### config.mk
export PLATFORM = sky130hd
export DESIGN_NAME = byte_command_serial_shifter_flat
export DESIGN_NICKNAME = d
export VERILOG_FILES = /design/src/hw/rtl/bcss_pkg.sv /design/src/hw/rtl/bcss_in_if.sv /design/src/hw/rtl/bcss_out_if.sv /design/src/hw/rtl/bcss_shifter.sv /design/src/hw/rtl/bcss_ctrl.sv /design/src/hw/rtl/byte_command_serial_shifter.sv /design/src/flat_wrapper.sv
export VERILOG_INCLUDE_DIRS = /design/src /design/src/hw/rtl
export SDC_FILE = /design/constraint.sdc
export NUM_CORES = 1
export LEC_CHECK = 0
export BUFFER_PORTS_ARGS = -buffer_cell sky130_fd_sc_hd__buf_2
export CAP_MARGIN = 30
export CORE_MARGIN = 4
export CORE_UTILIZATION = 64
export DETAILED_ROUTE_END_ITERATION = 10
export PLACE_DENSITY = 0.85
export SLEW_MARGIN = 20
export SYNTH_ARGS = -nofsm -noshare
export SYNTH_HDL_FRONTEND = slang
export SYNTH_SLANG_ARGS = --single-unit
### constraint.sdc
create_clock -name clk_i -period 5.2 [get_ports clk_i]
set_input_delay 0.26 -clock clk_i [delete_from_list [all_inputs] [get_ports clk_i]]
set_output_delay 0.26 -clock clk_i [all_outputs]
set_load 0.02 [all_outputs]
### src/hw/rtl/assert_macros.svh
// Assertion macros for the serial shifter RTL.
`ifndef ASSERT_MACROS_SVH
`define ASSERT_MACROS_SVH
`ifndef SYNTH
`define BCSS_ASSERT(lbl, prop) \
  lbl: assert property (@(posedge clk_i) disable iff (!rst_ni) prop) \
    else $error("bcss assertion failed");
`define BCSS_NEVER(lbl, expr) \
  lbl: assert property (@(posedge clk_i) disable iff (!rst_ni) !(expr)) \
    else $error("bcss forbidden condition seen");
`else
`define BCSS_ASSERT(lbl, prop)
`define BCSS_NEVER(lbl, expr)
`endif
`endif

### src/hw/rtl/bcss_pkg.sv
// Shared constants, command codes and types of the serial shifter.
package bcss_pkg;

  localparam int unsigned ByteW       = 8;
  localparam int unsigned ReportBytes = 24;
  localparam int unsigned BytesLeftW  = 5;
  localparam int unsigned PulseCntW   = 4;
  localparam int unsigned MaxPulses   = 8;

  // header codes
  localparam logic [ByteW-1:0] HdrNop  = 8'h00;
  localparam logic [ByteW-1:0] HdrCtrl = 8'h80;
  localparam logic [ByteW-1:0] HdrLenMask = 8'h7f;

  // control codes
  localparam logic [ByteW-1:0] CtlSelLo   = 8'h00;
  localparam logic [ByteW-1:0] CtlSelHi   = 8'h01;
  localparam logic [ByteW-1:0] CtlClkLo   = 8'h02;
  localparam logic [ByteW-1:0] CtlClkHi   = 8'h03;
  localparam logic [ByteW-1:0] CtlDatLo   = 8'h04;
  localparam logic [ByteW-1:0] CtlDatHi   = 8'h05;
  localparam logic [ByteW-1:0] CtlQLevel  = 8'h06;
  localparam logic [ByteW-1:0] CtlDelayRd = 8'h7f;
  localparam logic [ByteW-1:0] DelayBias  = 8'h80;

  // pin positions in the pin level register
  localparam int unsigned PinS = 2;
  localparam int unsigned PinC = 1;
  localparam int unsigned PinD = 0;

  localparam logic [2:0]       PinsReset  = 3'b111;
  localparam logic [ByteW-1:0] DelayReset = 8'h01;

  typedef struct packed {
    logic                 load;
    logic                 step;
    logic                 write_mode;
    logic [PulseCntW-1:0] pulses;
  } shift_ctl_t;

  typedef struct packed {
    logic bit_out;
    logic last;
  } shift_sts_t;

endpackage

### src/hw/rtl/bcss_in_if.sv
// Input channel: host word plus the sampled Q line.
interface bcss_in_if;
  import bcss_pkg::*;
  logic             valid;
  logic             ready;
  logic [ByteW-1:0] host_byte;
  logic             report_start;
  logic [ByteW-1:0] q_bits;
  logic             q_level;

  modport source (output valid, host_byte, report_start, q_bits, q_level, input ready);
  modport sink   (input valid, host_byte, report_start, q_bits, q_level, output ready);
endinterface

### src/hw/rtl/bcss_out_if.sv
// Output channel: reply word and pin activity of one host word.
interface bcss_out_if;
  import bcss_pkg::*;
  logic                 valid;
  logic                 ready;
  logic [ByteW-1:0]     reply_byte;
  logic [PulseCntW-1:0] pulse_count;
  logic [ByteW-1:0]     driven_bits;
  logic                 select_level;
  logic                 clock_level;
  logic                 data_level;
  logic [ByteW-1:0]     half_period;
  logic                 last_of_report;

  modport source (output valid, reply_byte, pulse_count, driven_bits, select_level,
                  clock_level, data_level, half_period, last_of_report, input ready);
  modport sink   (input valid, reply_byte, pulse_count, driven_bits, select_level,
                  clock_level, data_level, half_period, last_of_report, output ready);
endinterface

### src/hw/rtl/bcss_shifter.sv
// Shared bit shifter: one D bit out and one Q sample in per clock pulse.
module bcss_shifter (
  input  logic                        clk_i,
  input  logic                        rst_ni,
  input  bcss_pkg::shift_ctl_t        ctl_i,
  input  logic [bcss_pkg::ByteW-1:0]  host_byte_i,
  input  logic [bcss_pkg::ByteW-1:0]  q_bits_i,
  input  logic                        d_level_i,
  output bcss_pkg::shift_sts_t        sts_o,
  output logic [bcss_pkg::ByteW-1:0]  rx_o,
  output logic [bcss_pkg::ByteW-1:0]  driven_o
);
  import bcss_pkg::*;

  logic [ByteW-1:0]     sr_q, sr_d;
  logic [ByteW-1:0]     qb_q, qb_d;
  logic [ByteW-1:0]     drv_q, drv_d;
  logic [2:0]           idx_q, idx_d;
  logic [PulseCntW-1:0] left_q, left_d;
  logic                 wr_q, wr_d;
  logic                 dlev_q, dlev_d;

  always_comb begin
    sr_d   = sr_q;
    qb_d   = qb_q;
    drv_d  = drv_q;
    idx_d  = idx_q;
    left_d = left_q;
    wr_d   = wr_q;
    dlev_d = dlev_q;
    if (ctl_i.load) begin
      sr_d   = ctl_i.write_mode ? host_byte_i : '0;
      qb_d   = q_bits_i;
      drv_d  = '0;
      idx_d  = '0;
      left_d = ctl_i.pulses;
      wr_d   = ctl_i.write_mode;
      dlev_d = d_level_i;
    end else if (ctl_i.step) begin
      // pulse idx drives bit 7-idx and samples Q into bit 0
      drv_d[~idx_d] = wr_q ? sr_q[ByteW-1] : dlev_q;
      sr_d          = {sr_q[ByteW-2:0], qb_q[~idx_q]};
      idx_d         = 3'(idx_q + 3'd1);
      left_d        = PulseCntW'(left_q - 1'b1);
    end
  end

  always_ff @(posedge clk_i or negedge rst_ni) begin
    if (!rst_ni) begin
      sr_q   <= '0;
      qb_q   <= '0;
      drv_q  <= '0;
      idx_q  <= '0;
      left_q <= '0;
      wr_q   <= 1'b0;
      dlev_q <= 1'b0;
    end else begin
      sr_q   <= sr_d;
      qb_q   <= qb_d;
      drv_q  <= drv_d;
      idx_q  <= idx_d;
      left_q <= left_d;
      wr_q   <= wr_d;
      dlev_q <= dlev_d;
    end
  end

  assign sts_o.bit_out = sr_q[ByteW-1];
  assign sts_o.last    = (left_q == PulseCntW'(1));
  assign rx_o          = sr_q;
  assign driven_o      = drv_q;

endmodule

### src/hw/rtl/bcss_ctrl.sv
// Command decoder and pulse sequencer with the result register.
`include "assert_macros.svh"
module bcss_ctrl (
  input  logic                        clk_i,
  input  logic                        rst_ni,
  bcss_in_if.sink                     in_i,
  bcss_out_if.source                  out_o,
  output bcss_pkg::shift_ctl_t        shift_ctl_o,
  output logic                        d_level_o,
  input  bcss_pkg::shift_sts_t        shift_sts_i,
  input  logic [bcss_pkg::ByteW-1:0]  rx_i,
  input  logic [bcss_pkg::ByteW-1:0]  driven_i
);
  import bcss_pkg::*;

  typedef enum logic [1:0] {
    StIdle,
    StLow,
    StHigh,
    StDone
  } state_e;

  state_e state_q, state_d;

  logic [BytesLeftW-1:0] bytes_q, bytes_d;
  logic [ByteW-1:0]      rbl_q, rbl_d;
  logic [ByteW-1:0]      wbl_q, wbl_d;
  logic                  armed_q, armed_d;
  logic [2:0]            pins_q, pins_d;
  logic [ByteW-1:0]      delay_q, delay_d;
  logic [ByteW-1:0]      reply_q, reply_d;
  logic                  rx_sel_q, rx_sel_d;
  logic                  wr_q, wr_d;
  logic [PulseCntW-1:0]  pulses_q, pulses_d;
  logic                  last_q, last_d;

  // result register
  logic                  ov_q, ov_d;
  logic [ByteW-1:0]      o_reply_q, o_reply_d;
  logic [PulseCntW-1:0]  o_pulses_q, o_pulses_d;
  logic [ByteW-1:0]      o_drv_q, o_drv_d;
  logic [2:0]            o_pins_q, o_pins_d;
  logic [ByteW-1:0]      o_delay_q, o_delay_d;
  logic                  o_last_q, o_last_d;

  logic                  accept;
  logic [BytesLeftW-1:0] eff_bytes;
  logic [ByteW-1:0]      eff_rbl, eff_wbl;
  logic                  eff_armed;
  logic [PulseCntW-1:0]  n_rd, n_wr;
  logic [ByteW-1:0]      b;

  assign in_i.ready = (state_q == StIdle);
  assign accept     = in_i.valid && in_i.ready;
  assign b          = in_i.host_byte;

  assign eff_bytes = in_i.report_start ? BytesLeftW'(ReportBytes) : bytes_q;
  assign eff_rbl   = in_i.report_start ? '0 : rbl_q;
  assign eff_wbl   = in_i.report_start ? '0 : wbl_q;
  assign eff_armed = in_i.report_start ? 1'b0 : armed_q;
  assign n_rd = (eff_rbl >= ByteW'(MaxPulses)) ? PulseCntW'(MaxPulses) : eff_rbl[PulseCntW-1:0];
  assign n_wr = (eff_wbl >= ByteW'(MaxPulses)) ? PulseCntW'(MaxPulses) : eff_wbl[PulseCntW-1:0];

  always_comb begin
    state_d    = state_q;
    bytes_d    = bytes_q;
    rbl_d      = rbl_q;
    wbl_d      = wbl_q;
    armed_d    = armed_q;
    pins_d     = pins_q;
    delay_d    = delay_q;
    reply_d    = reply_q;
    rx_sel_d   = rx_sel_q;
    wr_d       = wr_q;
    pulses_d   = pulses_q;
    last_d     = last_q;
    ov_d       = ov_q;
    o_reply_d  = o_reply_q;
    o_pulses_d = o_pulses_q;
    o_drv_d    = o_drv_q;
    o_pins_d   = o_pins_q;
    o_delay_d  = o_delay_q;
    o_last_d   = o_last_q;
    shift_ctl_o = '0;

    if (ov_q && out_o.ready) begin
      ov_d = 1'b0;
    end

    case (state_q)
      StIdle: begin
        if (accept && (eff_bytes != '0)) begin
          bytes_d  = BytesLeftW'(eff_bytes - 1'b1);
          last_d   = (eff_bytes == BytesLeftW'(1));
          rbl_d    = eff_rbl;
          wbl_d    = eff_wbl;
          armed_d  = eff_armed;
          reply_d  = b;
          rx_sel_d = 1'b0;
          wr_d     = 1'b0;
          pulses_d = '0;
          if (eff_rbl != '0) begin
            pulses_d = n_rd;
            rbl_d    = ByteW'(eff_rbl - {{(ByteW-PulseCntW){1'b0}}, n_rd});
            rx_sel_d = 1'b1;
          end else if (eff_armed) begin
            armed_d = 1'b0;
            case (b)
              CtlSelLo:   pins_d[PinS] = 1'b0;
              CtlSelHi:   pins_d[PinS] = 1'b1;
              CtlClkLo:   pins_d[PinC] = 1'b0;
              CtlClkHi:   pins_d[PinC] = 1'b1;
              CtlDatLo:   pins_d[PinD] = 1'b0;
              CtlDatHi:   pins_d[PinD] = 1'b1;
              CtlQLevel:  reply_d = {{(ByteW-1){1'b0}}, in_i.q_level};
              CtlDelayRd: reply_d = delay_q;
              default:    delay_d = ByteW'(b - DelayBias);
            endcase
          end else if (eff_wbl != '0) begin
            pulses_d = n_wr;
            wbl_d    = ByteW'(eff_wbl - {{(ByteW-PulseCntW){1'b0}}, n_wr});
            wr_d     = 1'b1;
          end else begin
            if (b == HdrCtrl) begin
              armed_d = 1'b1;
            end else if (b == HdrNop) begin
              armed_d = 1'b0;
            end else if (b[ByteW-1]) begin
              wbl_d = ByteW'((b & HdrLenMask) + 8'd1);
            end else begin
              rbl_d = ByteW'(b + 8'd1);
            end
          end
          shift_ctl_o.load       = 1'b1;
          shift_ctl_o.write_mode = (eff_rbl == '0) && !eff_armed;
          shift_ctl_o.pulses     = pulses_d;
          state_d = (pulses_d != '0) ? StLow : StDone;
        end
      end
      StLow: begin
        pins_d[PinC] = 1'b0;
        if (wr_q) begin
          pins_d[PinD] = shift_sts_i.bit_out;
        end
        state_d = StHigh;
      end
      StHigh: begin
        pins_d[PinC]     = 1'b1;
        shift_ctl_o.step = 1'b1;
        state_d = shift_sts_i.last ? StDone : StLow;
      end
      StDone: begin
        if (!ov_q || out_o.ready) begin
          ov_d       = 1'b1;
          o_reply_d  = rx_sel_q ? rx_i : reply_q;
          o_pulses_d = pulses_q;
          o_drv_d    = (pulses_q != '0) ? driven_i : '0;
          o_pins_d   = pins_q;
          o_delay_d  = delay_q;
          o_last_d   = last_q;
          state_d    = StIdle;
        end
      end
      default: state_d = StIdle;
    endcase
  end

  always_ff @(posedge clk_i or negedge rst_ni) begin
    if (!rst_ni) begin
      state_q    <= StIdle;
      bytes_q    <= '0;
      rbl_q      <= '0;
      wbl_q      <= '0;
      armed_q    <= 1'b0;
      pins_q     <= PinsReset;
      delay_q    <= DelayReset;
      reply_q    <= '0;
      rx_sel_q   <= 1'b0;
      wr_q       <= 1'b0;
      pulses_q   <= '0;
      last_q     <= 1'b0;
      ov_q       <= 1'b0;
      o_reply_q  <= '0;
      o_pulses_q <= '0;
      o_drv_q    <= '0;
      o_pins_q   <= PinsReset;
      o_delay_q  <= DelayReset;
      o_last_q   <= 1'b0;
    end else begin
      state_q    <= state_d;
      bytes_q    <= bytes_d;
      rbl_q      <= rbl_d;
      wbl_q      <= wbl_d;
      armed_q    <= armed_d;
      pins_q     <= pins_d;
      delay_q    <= delay_d;
      reply_q    <= reply_d;
      rx_sel_q   <= rx_sel_d;
      wr_q       <= wr_d;
      pulses_q   <= pulses_d;
      last_q     <= last_d;
      ov_q       <= ov_d;
      o_reply_q  <= o_reply_d;
      o_pulses_q <= o_pulses_d;
      o_drv_q    <= o_drv_d;
      o_pins_q   <= o_pins_d;
      o_delay_q  <= o_delay_d;
      o_last_q   <= o_last_d;
    end
  end

  assign d_level_o = pins_q[PinD];

  assign out_o.valid          = ov_q;
  assign out_o.reply_byte     = o_reply_q;
  assign out_o.pulse_count    = o_pulses_q;
  assign out_o.driven_bits    = o_drv_q;
  assign out_o.select_level   = o_pins_q[PinS];
  assign out_o.clock_level    = o_pins_q[PinC];
  assign out_o.data_level     = o_pins_q[PinD];
  assign out_o.half_period    = o_delay_q;
  assign out_o.last_of_report = o_last_q;

  `BCSS_ASSERT(a_low_then_high, (state_q == StLow) |=> (state_q == StHigh))
  `BCSS_ASSERT(a_high_leaves_c_up, (state_q == StHigh) |=> pins_q[PinC])
  `BCSS_ASSERT(a_last_pulse_done, (state_q == StHigh) && shift_sts_i.last |=> (state_q == StDone))
  `BCSS_ASSERT(a_result_from_done, $rose(ov_q) |-> $past(state_q == StDone))
  `BCSS_NEVER(a_pulse_bound, ov_q && (o_pulses_q > PulseCntW'(MaxPulses)))

endmodule

### src/hw/rtl/byte_command_serial_shifter.sv
// Byte command serial shifter: decodes host words and clocks bits on S/C/D.
// Each host word on in_i gives one result word on out_o, unless it falls beyond the
// current report (then it is dropped). A header, control or echoed word goes from
// idle straight to the done state; a data word that clocks n pulses (n up to 8)
// passes through a low and a high C state for each pulse before the done state,
// and the shared shifter moves one D bit out and one Q sample in per pulse. in_i is
// ready only while the sequencer is idle; a finished result waits in the output
// register and the next word is decoded meanwhile. After reset no report is open,
// so words are dropped until one arrives with report_start set.
module byte_command_serial_shifter (
  input  logic       clk_i,
  input  logic       rst_ni,
  bcss_in_if.sink    in_i,
  bcss_out_if.source out_o
);
  import bcss_pkg::*;

  shift_ctl_t       shift_ctl;
  shift_sts_t       shift_sts;
  logic             d_level;
  logic [ByteW-1:0] rx;
  logic [ByteW-1:0] driven;

  bcss_ctrl u_ctrl (
    .clk_i       (clk_i),
    .rst_ni      (rst_ni),
    .in_i        (in_i),
    .out_o       (out_o),
    .shift_ctl_o (shift_ctl),
    .d_level_o   (d_level),
    .shift_sts_i (shift_sts),
    .rx_i        (rx),
    .driven_i    (driven)
  );

  bcss_shifter u_shifter (
    .clk_i       (clk_i),
    .rst_ni      (rst_ni),
    .ctl_i       (shift_ctl),
    .host_byte_i (in_i.host_byte),
    .q_bits_i    (in_i.q_bits),
    .d_level_i   (d_level),
    .sts_o       (shift_sts),
    .rx_o        (rx),
    .driven_o    (driven)
  );

endmodule

### src/flat_wrapper.sv
// flat-port wrapper written by rule: the top's interface ports become plain ports
module byte_command_serial_shifter_flat import bcss_pkg::*;
  (clk_i, rst_ni, in_i_valid, in_i_host_byte, in_i_report_start, in_i_q_bits, in_i_q_level, in_i_ready, out_o_valid, out_o_reply_byte, out_o_pulse_count, out_o_driven_bits, out_o_select_level, out_o_clock_level, out_o_data_level, out_o_half_period, out_o_last_of_report, out_o_ready);
  bcss_in_if in_i_i ();
  bcss_out_if out_o_i ();
  input  logic clk_i;
  input  logic rst_ni;
  input wire logic [$bits(in_i_i.valid)-1:0] in_i_valid;
  input wire logic [$bits(in_i_i.host_byte)-1:0] in_i_host_byte;
  input wire logic [$bits(in_i_i.report_start)-1:0] in_i_report_start;
  input wire logic [$bits(in_i_i.q_bits)-1:0] in_i_q_bits;
  input wire logic [$bits(in_i_i.q_level)-1:0] in_i_q_level;
  output wire logic [$bits(in_i_i.ready)-1:0] in_i_ready;
  output wire logic [$bits(out_o_i.valid)-1:0] out_o_valid;
  output wire logic [$bits(out_o_i.reply_byte)-1:0] out_o_reply_byte;
  output wire logic [$bits(out_o_i.pulse_count)-1:0] out_o_pulse_count;
  output wire logic [$bits(out_o_i.driven_bits)-1:0] out_o_driven_bits;
  output wire logic [$bits(out_o_i.select_level)-1:0] out_o_select_level;
  output wire logic [$bits(out_o_i.clock_level)-1:0] out_o_clock_level;
  output wire logic [$bits(out_o_i.data_level)-1:0] out_o_data_level;
  output wire logic [$bits(out_o_i.half_period)-1:0] out_o_half_period;
  output wire logic [$bits(out_o_i.last_of_report)-1:0] out_o_last_of_report;
  input wire logic [$bits(out_o_i.ready)-1:0] out_o_ready;
  assign in_i_i.valid = in_i_valid;
  assign in_i_i.host_byte = in_i_host_byte;
  assign in_i_i.report_start = in_i_report_start;
  assign in_i_i.q_bits = in_i_q_bits;
  assign in_i_i.q_level = in_i_q_level;
  assign in_i_ready = in_i_i.ready;
  assign out_o_valid = out_o_i.valid;
  assign out_o_reply_byte = out_o_i.reply_byte;
  assign out_o_pulse_count = out_o_i.pulse_count;
  assign out_o_driven_bits = out_o_i.driven_bits;
  assign out_o_select_level = out_o_i.select_level;
  assign out_o_clock_level = out_o_i.clock_level;
  assign out_o_data_level = out_o_i.data_level;
  assign out_o_half_period = out_o_i.half_period;
  assign out_o_last_of_report = out_o_i.last_of_report;
  assign out_o_i.ready = out_o_ready;
  byte_command_serial_shifter u_core (.clk_i(clk_i), .rst_ni(rst_ni), .in_i(in_i_i), .out_o(out_o_i));
endmodule
==> results.md, run 1 <==
* Initial DRC count at 599
* Clk root buf: clkbuf_8
* CTS sink cnt at 116
* Worst vdd ir at 0.325 mV
* Layout cells sized above 1 at 19.6%
* Setup crit start kind: register
* Critical path class: reg2reg
* Reg2reg setup slack at 2.31 ns
* Switch Pwr at 1590 µW
* H-tree levels at 4
* Hold path endpoint: u_core.u_ctrl.reply_q[1]
* CP endpoint kind: register
* Achievable frequency at 347 MHz
* Tot GR Track Use at 29.2%
* TritonCTS clock tree: built
* R2r startpoint: u_core.u_ctrl.wbl_q[3]
* Place WS at 2.27 ns
* Final design utilization at 76.5%
* Postcts setup bufs at 0
* Sequential-to-total area share from yosys stat at 48.1%
* Max-cap viol count at 0
* Worst path cell trace: nor4_1 -> nand2_1 -> nand3_1 -> ha_1 -> o22ai_1 -> nand2_1 -> mux2_2 -> nand3_1 -> nand3_1
* Site Rows at 35
* Largest fanout on the critical path at 8
* Reg2reg end: u_core.u_ctrl.wbl_q[6]
* Setup TNS at 0 ns
* Final ANT Viol Nets at 0
* Internal power at 2440 µW
* CP delay by family, top: simple AND/OR/NAND/NOR gates
* Most frequent CP cell: nand3_1
* Vias per Instance at 6.43
* PortBufs at 55
* Final nets at 725
* Placer Congestion at 0.919
* Die Y-Extent at 105 µm
* Die area at 11100 µm²
* EDFF count, synth at 0
* Worst path slowest cell: nor4_1
* Most frequent cells in the layout: dfrtp_1, nand2_1, o21ai_0, buf_2, nor2_1
* Core region area at 9240 µm²
* Unique masters post-synth at 69
* Pwr Density at 571 nW/µm²
* Status: completed
* First-pass iteration count of the detailed router at 6
* Drt wl/cell at 18.8 µm
* Vias in the first global route at 5226
* Clock buffer depth at 2
* Largest net degree at the start of global routing at 68
* Initial cell density of the core at 65.5%
* Avg Inst Size Synth at 9.56 µm²
* # diodes at 0
* Critical Path AT at 3.29 ns
* Initial antenna violation count at 0
* Power share of the clock group at 28.1%
* Clk_lat worst skew at 0.52 ns
* RSZ-0062 raised after global routing: no
* Final worst-path cycle share at 55.5%
* Leak pwr at 0.00327 µW
* Hold Crit Start: in_i_host_byte[1]
* Post-CTS sizing at 0
* Area growth syn-to-layout at 16.7%
* Clk slew on worst S/H paths at 0.06 ns
* Synth Warn # at 0
* Min-delay worst type: in2reg
* Asr flop ratio synth at 100%
* Max Slew Vio Count at 0
* DPL Wire Length at 10100 µm
* Total Wirelength at 15600 µm
* Net Sw Frac at 39.4%
* Tot Pwr at 4030 µW
* Worst Tran Pin Value at 0.941 ns
* Die Span X at 105 µm
* Minimum clock period at 2.89 ns
* Gate power share at 34.6%
* Commonest non-fill, non-tap cell in the layout: dfrtp_1
* Setup WS post-layout at 2.31 ns
* Ys flop type: dfrtp_1
* Reg2reg path depth at 9
* Setup violations, final at 0
* Routed vias at 5330
* I/O Pins at 56
* Mapped Area at 6050 µm²
* FF+latch count, synth at 116
* Slew headroom at 37.3%
* Sequential share of power at 37.3%
* Mapped Cells at 633
* Worst path bufs/invs at 0
* Global-route wire length before repair at 25900 µm
* Worst Path Required at 5.60 ns
* Final hold vios at 0
* Grt total ovfl at 0
* Crit path largest cell delay at 0.73 ns
* DR DRC count at 0
* CTS buffer count at 17
* Hold Path Stages at 3
* Clock skew at 0.00803 ns
[worst max-delay path by stage]
stage / start / slack [ns] / cells after the start / endpoint
after CTS: u_core.u_ctrl.wbl_q[3] / 2.40 / 9 / u_core.u_ctrl.wbl_q[6]
after floorplan: in_i_report_start / 2.75 / 10 / u_core.u_ctrl.pins_q[2]
after global routing: u_core.u_ctrl.wbl_q[3] / 2.14 / 9 / u_core.u_ctrl.wbl_q[6]
final: u_core.u_ctrl.wbl_q[3] / 2.31 / 9 / u_core.u_ctrl.wbl_q[6]
after global placement: in_i_report_start / 2.39 / 8 / u_core.u_ctrl.delay_q[4]
after detailed placement: in_i_report_start / 2.27 / 8 / u_core.u_ctrl.wbl_q[7]
[synthesized netlist by cell type, types with 9 or more instances]
cell type,n,area (µm²)
a21o_1,11,82.6
a21oi_1,23,115
a22o_1,11,96.3
buf_2,11,55.1
clkbuf_1,16,60.1
dfrtp_1,108,2700
ha_1,16,200
inv_1,16,60.1
mux2_2,22,248
mux2i_1,23,230
nand2_1,103,387
nand3_1,18,90.1
nor2_1,38,143
nor2b_1,9,56.3
nor3_1,17,85.1
nor4_1,10,62.6
o21ai_0,62,310
[state kept, by name (all words and copies together), names as in the netlist, 2 cells and up]
register,flops
u_core.u_ctrl.out_o.half_period,8
u_core.u_ctrl.reply_q,8
u_core.u_ctrl.pulses_q,4
u_core.u_ctrl.delay_q,8
u_core.u_shifter.left_q,4
u_core.u_ctrl.out_o.pulse_count,4
u_core.u_shifter.qb_q,8
u_core.u_ctrl.o_pins_q,3
u_core.u_ctrl.out_o.reply_byte,8
u_core.u_ctrl.state_q,2
u_core.u_ctrl.pins_q,3
u_core.u_shifter.rx_o,8
u_core.u_ctrl.bytes_q,5
u_core.u_shifter.idx_q,3
u_core.u_ctrl.out_o.driven_bits,8
u_core.u_shifter.driven_o,8
u_core.u_ctrl.wbl_q,8
u_core.u_ctrl.rbl_q,8
[layout make-up]
class,count,area [µm²]
clock inverter,14,151
tap,129,161
clock buffer,18,428
inverter,16,60.1
timing repair buffer,69,413
multi-input combinational,467,2940
fill,589,2180
sequential,116,2910
[kinds of logic after synthesis]
logic type,synth area share [%]
DFF,48.1
other,0.0619
AOI/OAI and AO/OA,17.1
and+or+nand+nor,18.4
xor gates and xnor gates,1.45
muxes,8.08
adders and majority gates,3.31
buffers and inverters,3.51
[repair_timing]
action	4_1_cts	5_1_grt
hold buffers	9	0
setup endpoints to repair	0	0
hold endpoints to repair	66	0
[power by group through the flow]
stage | logic (µW) | clock network [µW] | registers [µW]
2_1_floorplan | 999 | 0 | 1450
3_3_place_gp | 1280 | 0 | 1480
3_5_place_dp | 1340 | 0 | 1500
4_1_cts | 1380 | 1130 | 1490
5_1_grt | 1540 | 1190 | 1540
6_report | 1390 | 1130 | 1510
[tightest hold or removal path: cells and delay by family]
family / cells / cell delay, ns
buffers and inverters: 1 / 0.15
AND/OR/NAND/NOR: 2 / 0.11
[per-stage QoR]
step,cells,hold slack (ns),cell area (µm²)
after global routing,829,0.0345,7060
final,829,0.0497,7060
after detailed placement,788,0.405,6390
after floorplan,634,-0.0356,6060
after CTS,829,0.0448,7060
after global placement,787,0.396,6380
[per-layer routing]
layer  routed length, µm  up-vias  GRT usage [%]
met5                   0        -              0
met4                 646        0           13.4
met3                1170       77           6.43
met2                7360      330           46.9
met1                6400     2546           38.0
li1                    -     2377              -
Power figures use the tool's default switching activity.
==> run 2: changes to the inputs <==
CORE_UTILIZATION = 60   (was 64)
PLACE_DENSITY = 0.8   (was 0.85)
clock period = 2.9 ns   (was 5.2 ns; I/O delays follow)
==> run 2 against run 1 <==
Sequential power rose by 79%. Critical path depth is 2 lower. Critical endpoint is now u_core.u_ctrl.reply_q[0]. Setup slack got worse by 1.9 ns. Critical path type unchanged.
==> results.md, run 2 (synthesis results as in run 1) <==
* Status: completed (unchanged)
* Die area at 11800 µm² (was 11100 µm²)
* Pwr Density at 1010 nW/µm² (was 571 nW/µm²)
* Final ANT Viol Nets at 0 (unchanged)
* Met3 wire len at 905 µm (was 1170 µm)
* DR DRC count at 0 (unchanged)
* Global-route wire length before repair at 26000 µm (was 25900 µm)
* Max Used Layer: met4 (unchanged)
* Final nets at 743 (was 725)
* CP endpoint kind: register (unchanged)
* Clk root buf: clkbuf_8 (unchanged)
* Worst vdd ir at 0.550 mV (was 0.325 mV)
* Total Wirelength at 15800 µm (was 15600 µm)
* Setup TNS at 0 ns (unchanged)
* Die Y-Extent at 108 µm (was 105 µm)
* Min-delay worst type: in2reg (unchanged)
* Layout cells sized above 1 at 20.1% (was 19.6%)
* Vias in the first global route at 5204 (was 5226)
* PortBufs at 55 (unchanged)
* Initial DRC count at 481 (was 599)
* Clock skew at 0.00924 ns (was 0.00803 ns)
* Crit path to: u_core.u_ctrl.reply_q[0] (was u_core.u_ctrl.wbl_q[6])
* Clock buffer depth at 2 (unchanged)
* # diodes at 0 (unchanged)
* TritonCTS clock tree: built (unchanged)
* Worst path bufs/invs at 2 (was 0)
* Max-cap viol count at 0 (unchanged)
* Commonest non-fill, non-tap cell in the layout: dfrtp_1 (unchanged)
* I/O Pins at 56 (unchanged)
* Postcts setup bufs at 0 (unchanged)
* Setup crit start kind: register (unchanged)
* H-tree levels at 4 (unchanged)
* Die Span X at 108 µm (was 105 µm)
* CP delay by family, top: compound AO/OA/AOI/OAI gates (was simple AND/OR/NAND/NOR gates)
* First-pass iteration count of the detailed router at 7 (was 6)
* Critical path depth at 7 (was 9)
* Tot Pwr at 7330 µW (was 4030 µW)
* Site Rows at 36 (was 35)
* DPL Wire Length at 10600 µm (was 10100 µm)
* Most frequent cells in the layout: dfrtp_1, nand2_1, o21ai_0, buf_2, nor2_1 (unchanged)
* CTS sink cnt at 116 (unchanged)
* Drt wl/cell at 18.5 µm (was 18.8 µm)
* RSZ-0062 raised after global routing: no (unchanged)
* Tot GR Track Use at 28.4% (was 29.2%)
* R2r startpoint: u_core.u_ctrl.state_q[1] (was u_core.u_ctrl.wbl_q[3])
* Setup violations, final at 0 (unchanged)
* Initial antenna violation count at 0 (unchanged)
* CTS buffer count at 17 (unchanged)
* Grt total ovfl at 0 (unchanged)
* DRT met1 WL at 6620 µm (was 6400 µm)
* Critical path class: reg2reg (unchanged)
* Crit path largest cell delay at 0.54 ns (was 0.73 ns)
* Met2 routed WL at 7760 µm (was 7360 µm)
* Reg2reg end: u_core.u_ctrl.reply_q[0] (was u_core.u_ctrl.wbl_q[6])
* Placer Congestion at 0.887 (was 0.919)
* Worst path cell trace: inv_1 -> ha_1 -> nand2_1 -> a21o_2 -> buf_4 -> a41oi_1 -> a221o_1 (was nor4_1 -> nand2_1 -> nand3_1 -> ha_1 -> o22ai_1 -> nand2_1 -> mux2_2 -> nand3_1 -> nand3_1)
* Final worst-path cycle share at 87.3% (was 55.5%)
* Area growth syn-to-layout at 19.9% (was 16.7%)
* Largest fanout on the critical path at 23 (was 8)
* Clk_lat worst skew at 0.52 ns (about the same)
* Largest net degree at the start of global routing at 62 (was 68)
* Final hold vios at 0 (unchanged)
* Reg2reg setup slack at 0.37 ns (was 2.31 ns)
* CP startpoint: u_core.u_ctrl.state_q[1] (was u_core.u_ctrl.wbl_q[3])
* Initial cell density of the core at 61.7% (was 65.5%)
* Minimum clock period at 2.53 ns (was 2.89 ns)
* Worst Tran Pin Value at 0.707 ns (was 0.941 ns)
* Leak pwr at 0.00338 µW (was 0.00327 µW)
* Slew headroom at 52.9% (was 37.3%)
* Core region area at 9820 µm² (was 9240 µm²)
* Clk slew on worst S/H paths at 0.06 ns (about the same)
* Achievable frequency at 395 MHz (was 347 MHz)
* Critical Path AT at 2.98 ns (was 3.29 ns)
* Max Slew Vio Count at 0 (unchanged)
* Worst Path Required at 3.35 ns (was 5.60 ns)
* Worst path slowest cell: a41oi_1 (was nor4_1)
* Vias per Instance at 6.18 (was 6.43)
* Reg2reg path depth at 7 (was 9)
* Routed vias at 5255 (was 5330)
==> run 2: cell count changes in the layout (fill, tap and decap cells not counted), sizes merged <==
cell         before  now
dlygate4sd3       9   20
bufinv            2    3
clkinv            4    6
buf              60   67
clkinvlp          5    2
==> run 2: final cells by class <==
cell class                 instances  area, µm²
tap                              133        166
timing repair buffer              87        581
sequential                       116       2910
multi-input combinational        467       2940
clock buffer                      18        428
inverter                          16       60.1
clock inverter                    14        176
fill                             680       2560
==> run 2: stage by stage <==
stage	utilization, %	instances	setup slack (ns)	cell area, µm²	hold WS [ns]
floorplan	-	634	0.570	6060	-0.151
global placement	65.8	799	0.494	6460	0.229
detailed placement	65.8	799	0.448	6460	0.234
CTS	74.0	851	0.418	7260	0.121
global route	74.0	851	0.188	7260	0.165
finish	74.0	851	0.369	7260	0.144
==> run 2: worst min-delay path, cell delays in order <==
cell and delay (ns):
buf_2 0.08, a32oi_1 0.09, nor2_1 0.15, a221o_1 0.16
==> run 2: repair_timing <==
action                                 CTS  global route
endpoints found under the hold margin   77             0
resized for setup                        0             0
hold buffers                            20             0
==> run 2: per-layer routing <==
metal	vias to the layer above	GRT usage [%]
met5	-	0
met4	0	12.2
met3	48	5.01
met2	204	46.6
met1	2581	37.2
li1	2422	-
==> run 2: worst min path at each step <==
stage | start | slack [ns] | cells after the start | endpoint
floorplan | rst_ni | -0.15 | 0 | u_core.u_ctrl.armed_q
CTS | in_i_q_level | 0.12 | 4 | u_core.u_ctrl.reply_q[0]
global placement | rst_ni | 0.23 | 1 | u_core.u_ctrl.out_o.reply_byte[2]
finish | in_i_q_level | 0.14 | 4 | u_core.u_ctrl.reply_q[0]
global route | in_i_q_level | 0.17 | 4 | u_core.u_ctrl.reply_q[0]
detailed placement | rst_ni | 0.23 | 1 | u_core.u_ctrl.out_o.reply_byte[4]
==> run 2: power breakdown <==
group | switching, µW | internal (µW) | total [µW]
logic | 1490 | 1020 | 2510
clock network | 787 | 1340 | 2130
registers | 551 | 2150 | 2700
==> run 3: changes to the inputs <==
clock period = 2.6 ns   (was 2.9 ns; I/O delays follow)
==> run 3 against run 2 <==
Highest routed layer unchanged. Power is 14% higher. Non-clock buffer count is 12 higher. Sequential power is 9.6% higher. Via count is 0.36% lower. Sequential cell count stayed put. Utilization is 1.2 points higher. Critical path depth is 2 higher. Worst hold slack worse by 0.091 ns. Critical endpoint is now u_core.u_ctrl.bytes_q[3].
==> results.md, run 3 (synthesis results as in run 1) <==
* Fin area at 7380 µm² (was 7260 µm²)
* RSZ-0062 raised after global routing: no (unchanged)
* Final nets at 755 (was 743)
* Routed vias at 5236 (was 5255)
* Clock buffer depth at 2 (unchanged)
* I/O Pins at 56 (unchanged)
* PortBufs at 55 (unchanged)
* DR DRC count at 0 (unchanged)
* DPL Wire Length at 10600 µm (about the same)
* Clk root buf: clkbuf_8 (unchanged)
* # diodes at 0 (unchanged)
* Setup violations, final at 0 (unchanged)
* CP delay by family, top: buffers and inverters (was compound AO/OA/AOI/OAI gates)
* Worst hold slack at 0.0524 ns (was 0.144 ns)
* Setup WS post-layout at 0.155 ns (was 0.369 ns)
* R2r startpoint: u_core.u_ctrl.bytes_q[0] (was u_core.u_ctrl.state_q[1])
* Most frequent cells in the layout: dfrtp_1, nand2_1, o21ai_0, buf_2, nor2_1 (unchanged)
* Min-delay worst type: in2reg (unchanged)
* Critical Path AT at 2.90 ns (was 2.98 ns)
* Clk slew on worst S/H paths at 0.06 ns (about the same)
* Commonest non-fill, non-tap cell in the layout: dfrtp_1 (unchanged)
* Site Rows at 36 (unchanged)
* Max-cap viol count at 0 (unchanged)
* Achievable frequency at 409 MHz (was 395 MHz)
* Initial antenna violation count at 0 (unchanged)
* Setup TNS at 0 ns (unchanged)
* Layout cells sized above 1 at 21.4% (was 20.1%)
* Placer Congestion at 0.898 (was 0.887)
* Die Span X at 108 µm (unchanged)
* Status: completed (unchanged)
* Worst path bufs/invs at 3 (was 2)
* H-tree levels at 4 (unchanged)
* Worst path cell trace: nor2b_2 -> inv_1 -> ha_1 -> a21o_2 -> buf_6 -> nor3_1 -> a21oi_1 -> o21ai_0 -> dlygate4sd3_1 (was inv_1 -> ha_1 -> nand2_1 -> a21o_2 -> buf_4 -> a41oi_1 -> a221o_1)
* Tot GR Track Use at 28.7% (was 28.4%)
* Crit path largest cell delay at 0.57 ns (was 0.54 ns)
* Die Y-Extent at 108 µm (unchanged)
* Drt wl/cell at 18.4 µm (was 18.5 µm)
* CTS buffer count at 17 (unchanged)
* Fillers at 669 (was 680)
* TritonCTS clock tree: built (unchanged)
* Core region area at 9820 µm² (unchanged)
* Place WS at 0.301 ns (was 0.448 ns)
* Worst vdd ir at 0.563 mV (was 0.550 mV)
* Hold Crit Start: in_i_q_level (unchanged)
* Grt total ovfl at 0 (unchanged)
* Postcts setup bufs at 0 (unchanged)
* Area growth syn-to-layout at 21.8% (was 19.9%)
* Final hold vios at 0 (unchanged)
* Die area at 11800 µm² (unchanged)
* Post-DP Area at 6550 µm² (was 6460 µm²)
* Initial cell density of the core at 61.7% (unchanged)
* CP endpoint kind: register (unchanged)
* Max Slew Vio Count at 0 (unchanged)
* Final worst-path cycle share at 94.0% (was 87.3%)
* Worst Path Required at 3.06 ns (was 3.35 ns)
* Largest fanout on the critical path at 41 (was 23)
* Slew headroom at 52.7% (was 52.9%)
* Total Wirelength at 15900 µm (was 15800 µm)
* Clk_lat worst skew at 0.52 ns (about the same)
* Global-route wire length before repair at 26000 µm (about the same)
* Largest net degree at the start of global routing at 51 (was 62)
* CTS sink cnt at 116 (unchanged)
* Clock skew at 0.00623 ns (was 0.00924 ns)
* Final ANT Viol Nets at 0 (unchanged)
* CP startpoint: u_core.u_ctrl.bytes_q[0] (was u_core.u_ctrl.state_q[1])
* Minimum clock period at 2.44 ns (was 2.53 ns)
* Worst path slowest cell: dlygate4sd3_1 (was a41oi_1)
* Leak pwr at 0.00345 µW (was 0.00338 µW)
* Pwr Density at 1140 nW/µm² (was 1010 nW/µm²)
* Worst Tran Pin Value at 0.701 ns (was 0.707 ns)
* Setup crit start kind: register (unchanged)
* First-pass iteration count of the detailed router at 5 (was 7)
* Initial DRC count at 455 (was 481)
* Vias in the first global route at 5136 (was 5204)
* Vias per Instance at 6.07 (was 6.18)
* Critical path class: reg2reg (unchanged)
[run 3: cell count changes in the layout (fill, tap and decap cells not counted), sizes merged]
| cell | delta |
|---|---|
| inv | -1 |
| clkinv | -2 |
| bufinv | +1 |
| clkbuf | +2 |
| buf | +12 |
[run 3: timing repair]
| item | CTS | global route |
|---|---|---|
| endpoints found under the setup margin | 0 | 1 |
| endpoints found under the hold margin | 73 | 0 |
| gates resized for setup | 0 | 2 |
| hold buffers | 20 | 0 |
[run 3: through the flow]
| step | util, % | total power, µW | cells |
|---|---|---|---|
| after CTS | 75.1 | 8360 | 863 |
| after global placement | 66.7 | 5710 | 811 |
| final | 75.1 | 8400 | 863 |
| after floorplan | - | 4890 | 634 |
| after detailed placement | 66.7 | 5830 | 811 |
| after global routing | 75.1 | 8900 | 863 |
[run 3: metal layers]
metal	GRT usage [%]	vias up	wire (µm)
met5	0	-	0
li1	-	2437	-
met3	6.87	43	917
met4	12.5	0	501
met1	38.1	2557	6800
met2	44.9	199	7660
[run 3: worst paths after layout]
path,to,slack (ns),cells after the start
setup / recovery,u_core.u_ctrl.bytes_q[3],0.16,9
hold / removal,u_core.u_ctrl.reply_q[0],0.05,4
setup reg to reg,u_core.u_ctrl.bytes_q[3],0.16,9
hold reg to reg,u_core.u_ctrl.out_o.reply_byte[5],0.47,2
max in group asynchronous,u_core.u_ctrl.pins_q[1],1.63,3
min in group asynchronous,u_core.u_ctrl.out_o.half_period[6],0.17,2
[run 3: cell type report]
type                       count  area, µm²  area share [%]
clock inverter                12        176            2.39
tap                          133        166            2.26
clock buffer                  20        445            6.04
inverter                      16       60.1           0.814
timing repair buffer          99        674            9.14
sequential                   116       2910            39.5
multi-input combinational    467       2940            39.9
[run 3: worst reg2reg max path: cells and delay by family, from the launching register on]
| kind | cells | cell delay, ns |
|---|---|---|
| buffers and inverters | 3 | 0.87 |
| AOI/OAI and AO/OA | 3 | 0.47 |
| and+or+nand+nor | 2 | 0.45 |
| DFF | 1 | 0.38 |
| adders and majority gates | 1 | 0.22 |
[run 3: power breakdown]
part | internal, µW | switching, µW
combinational | 1270 | 1720
clock | 1610 | 838
sequential | 2390 | 566
total | 5270 | 3130
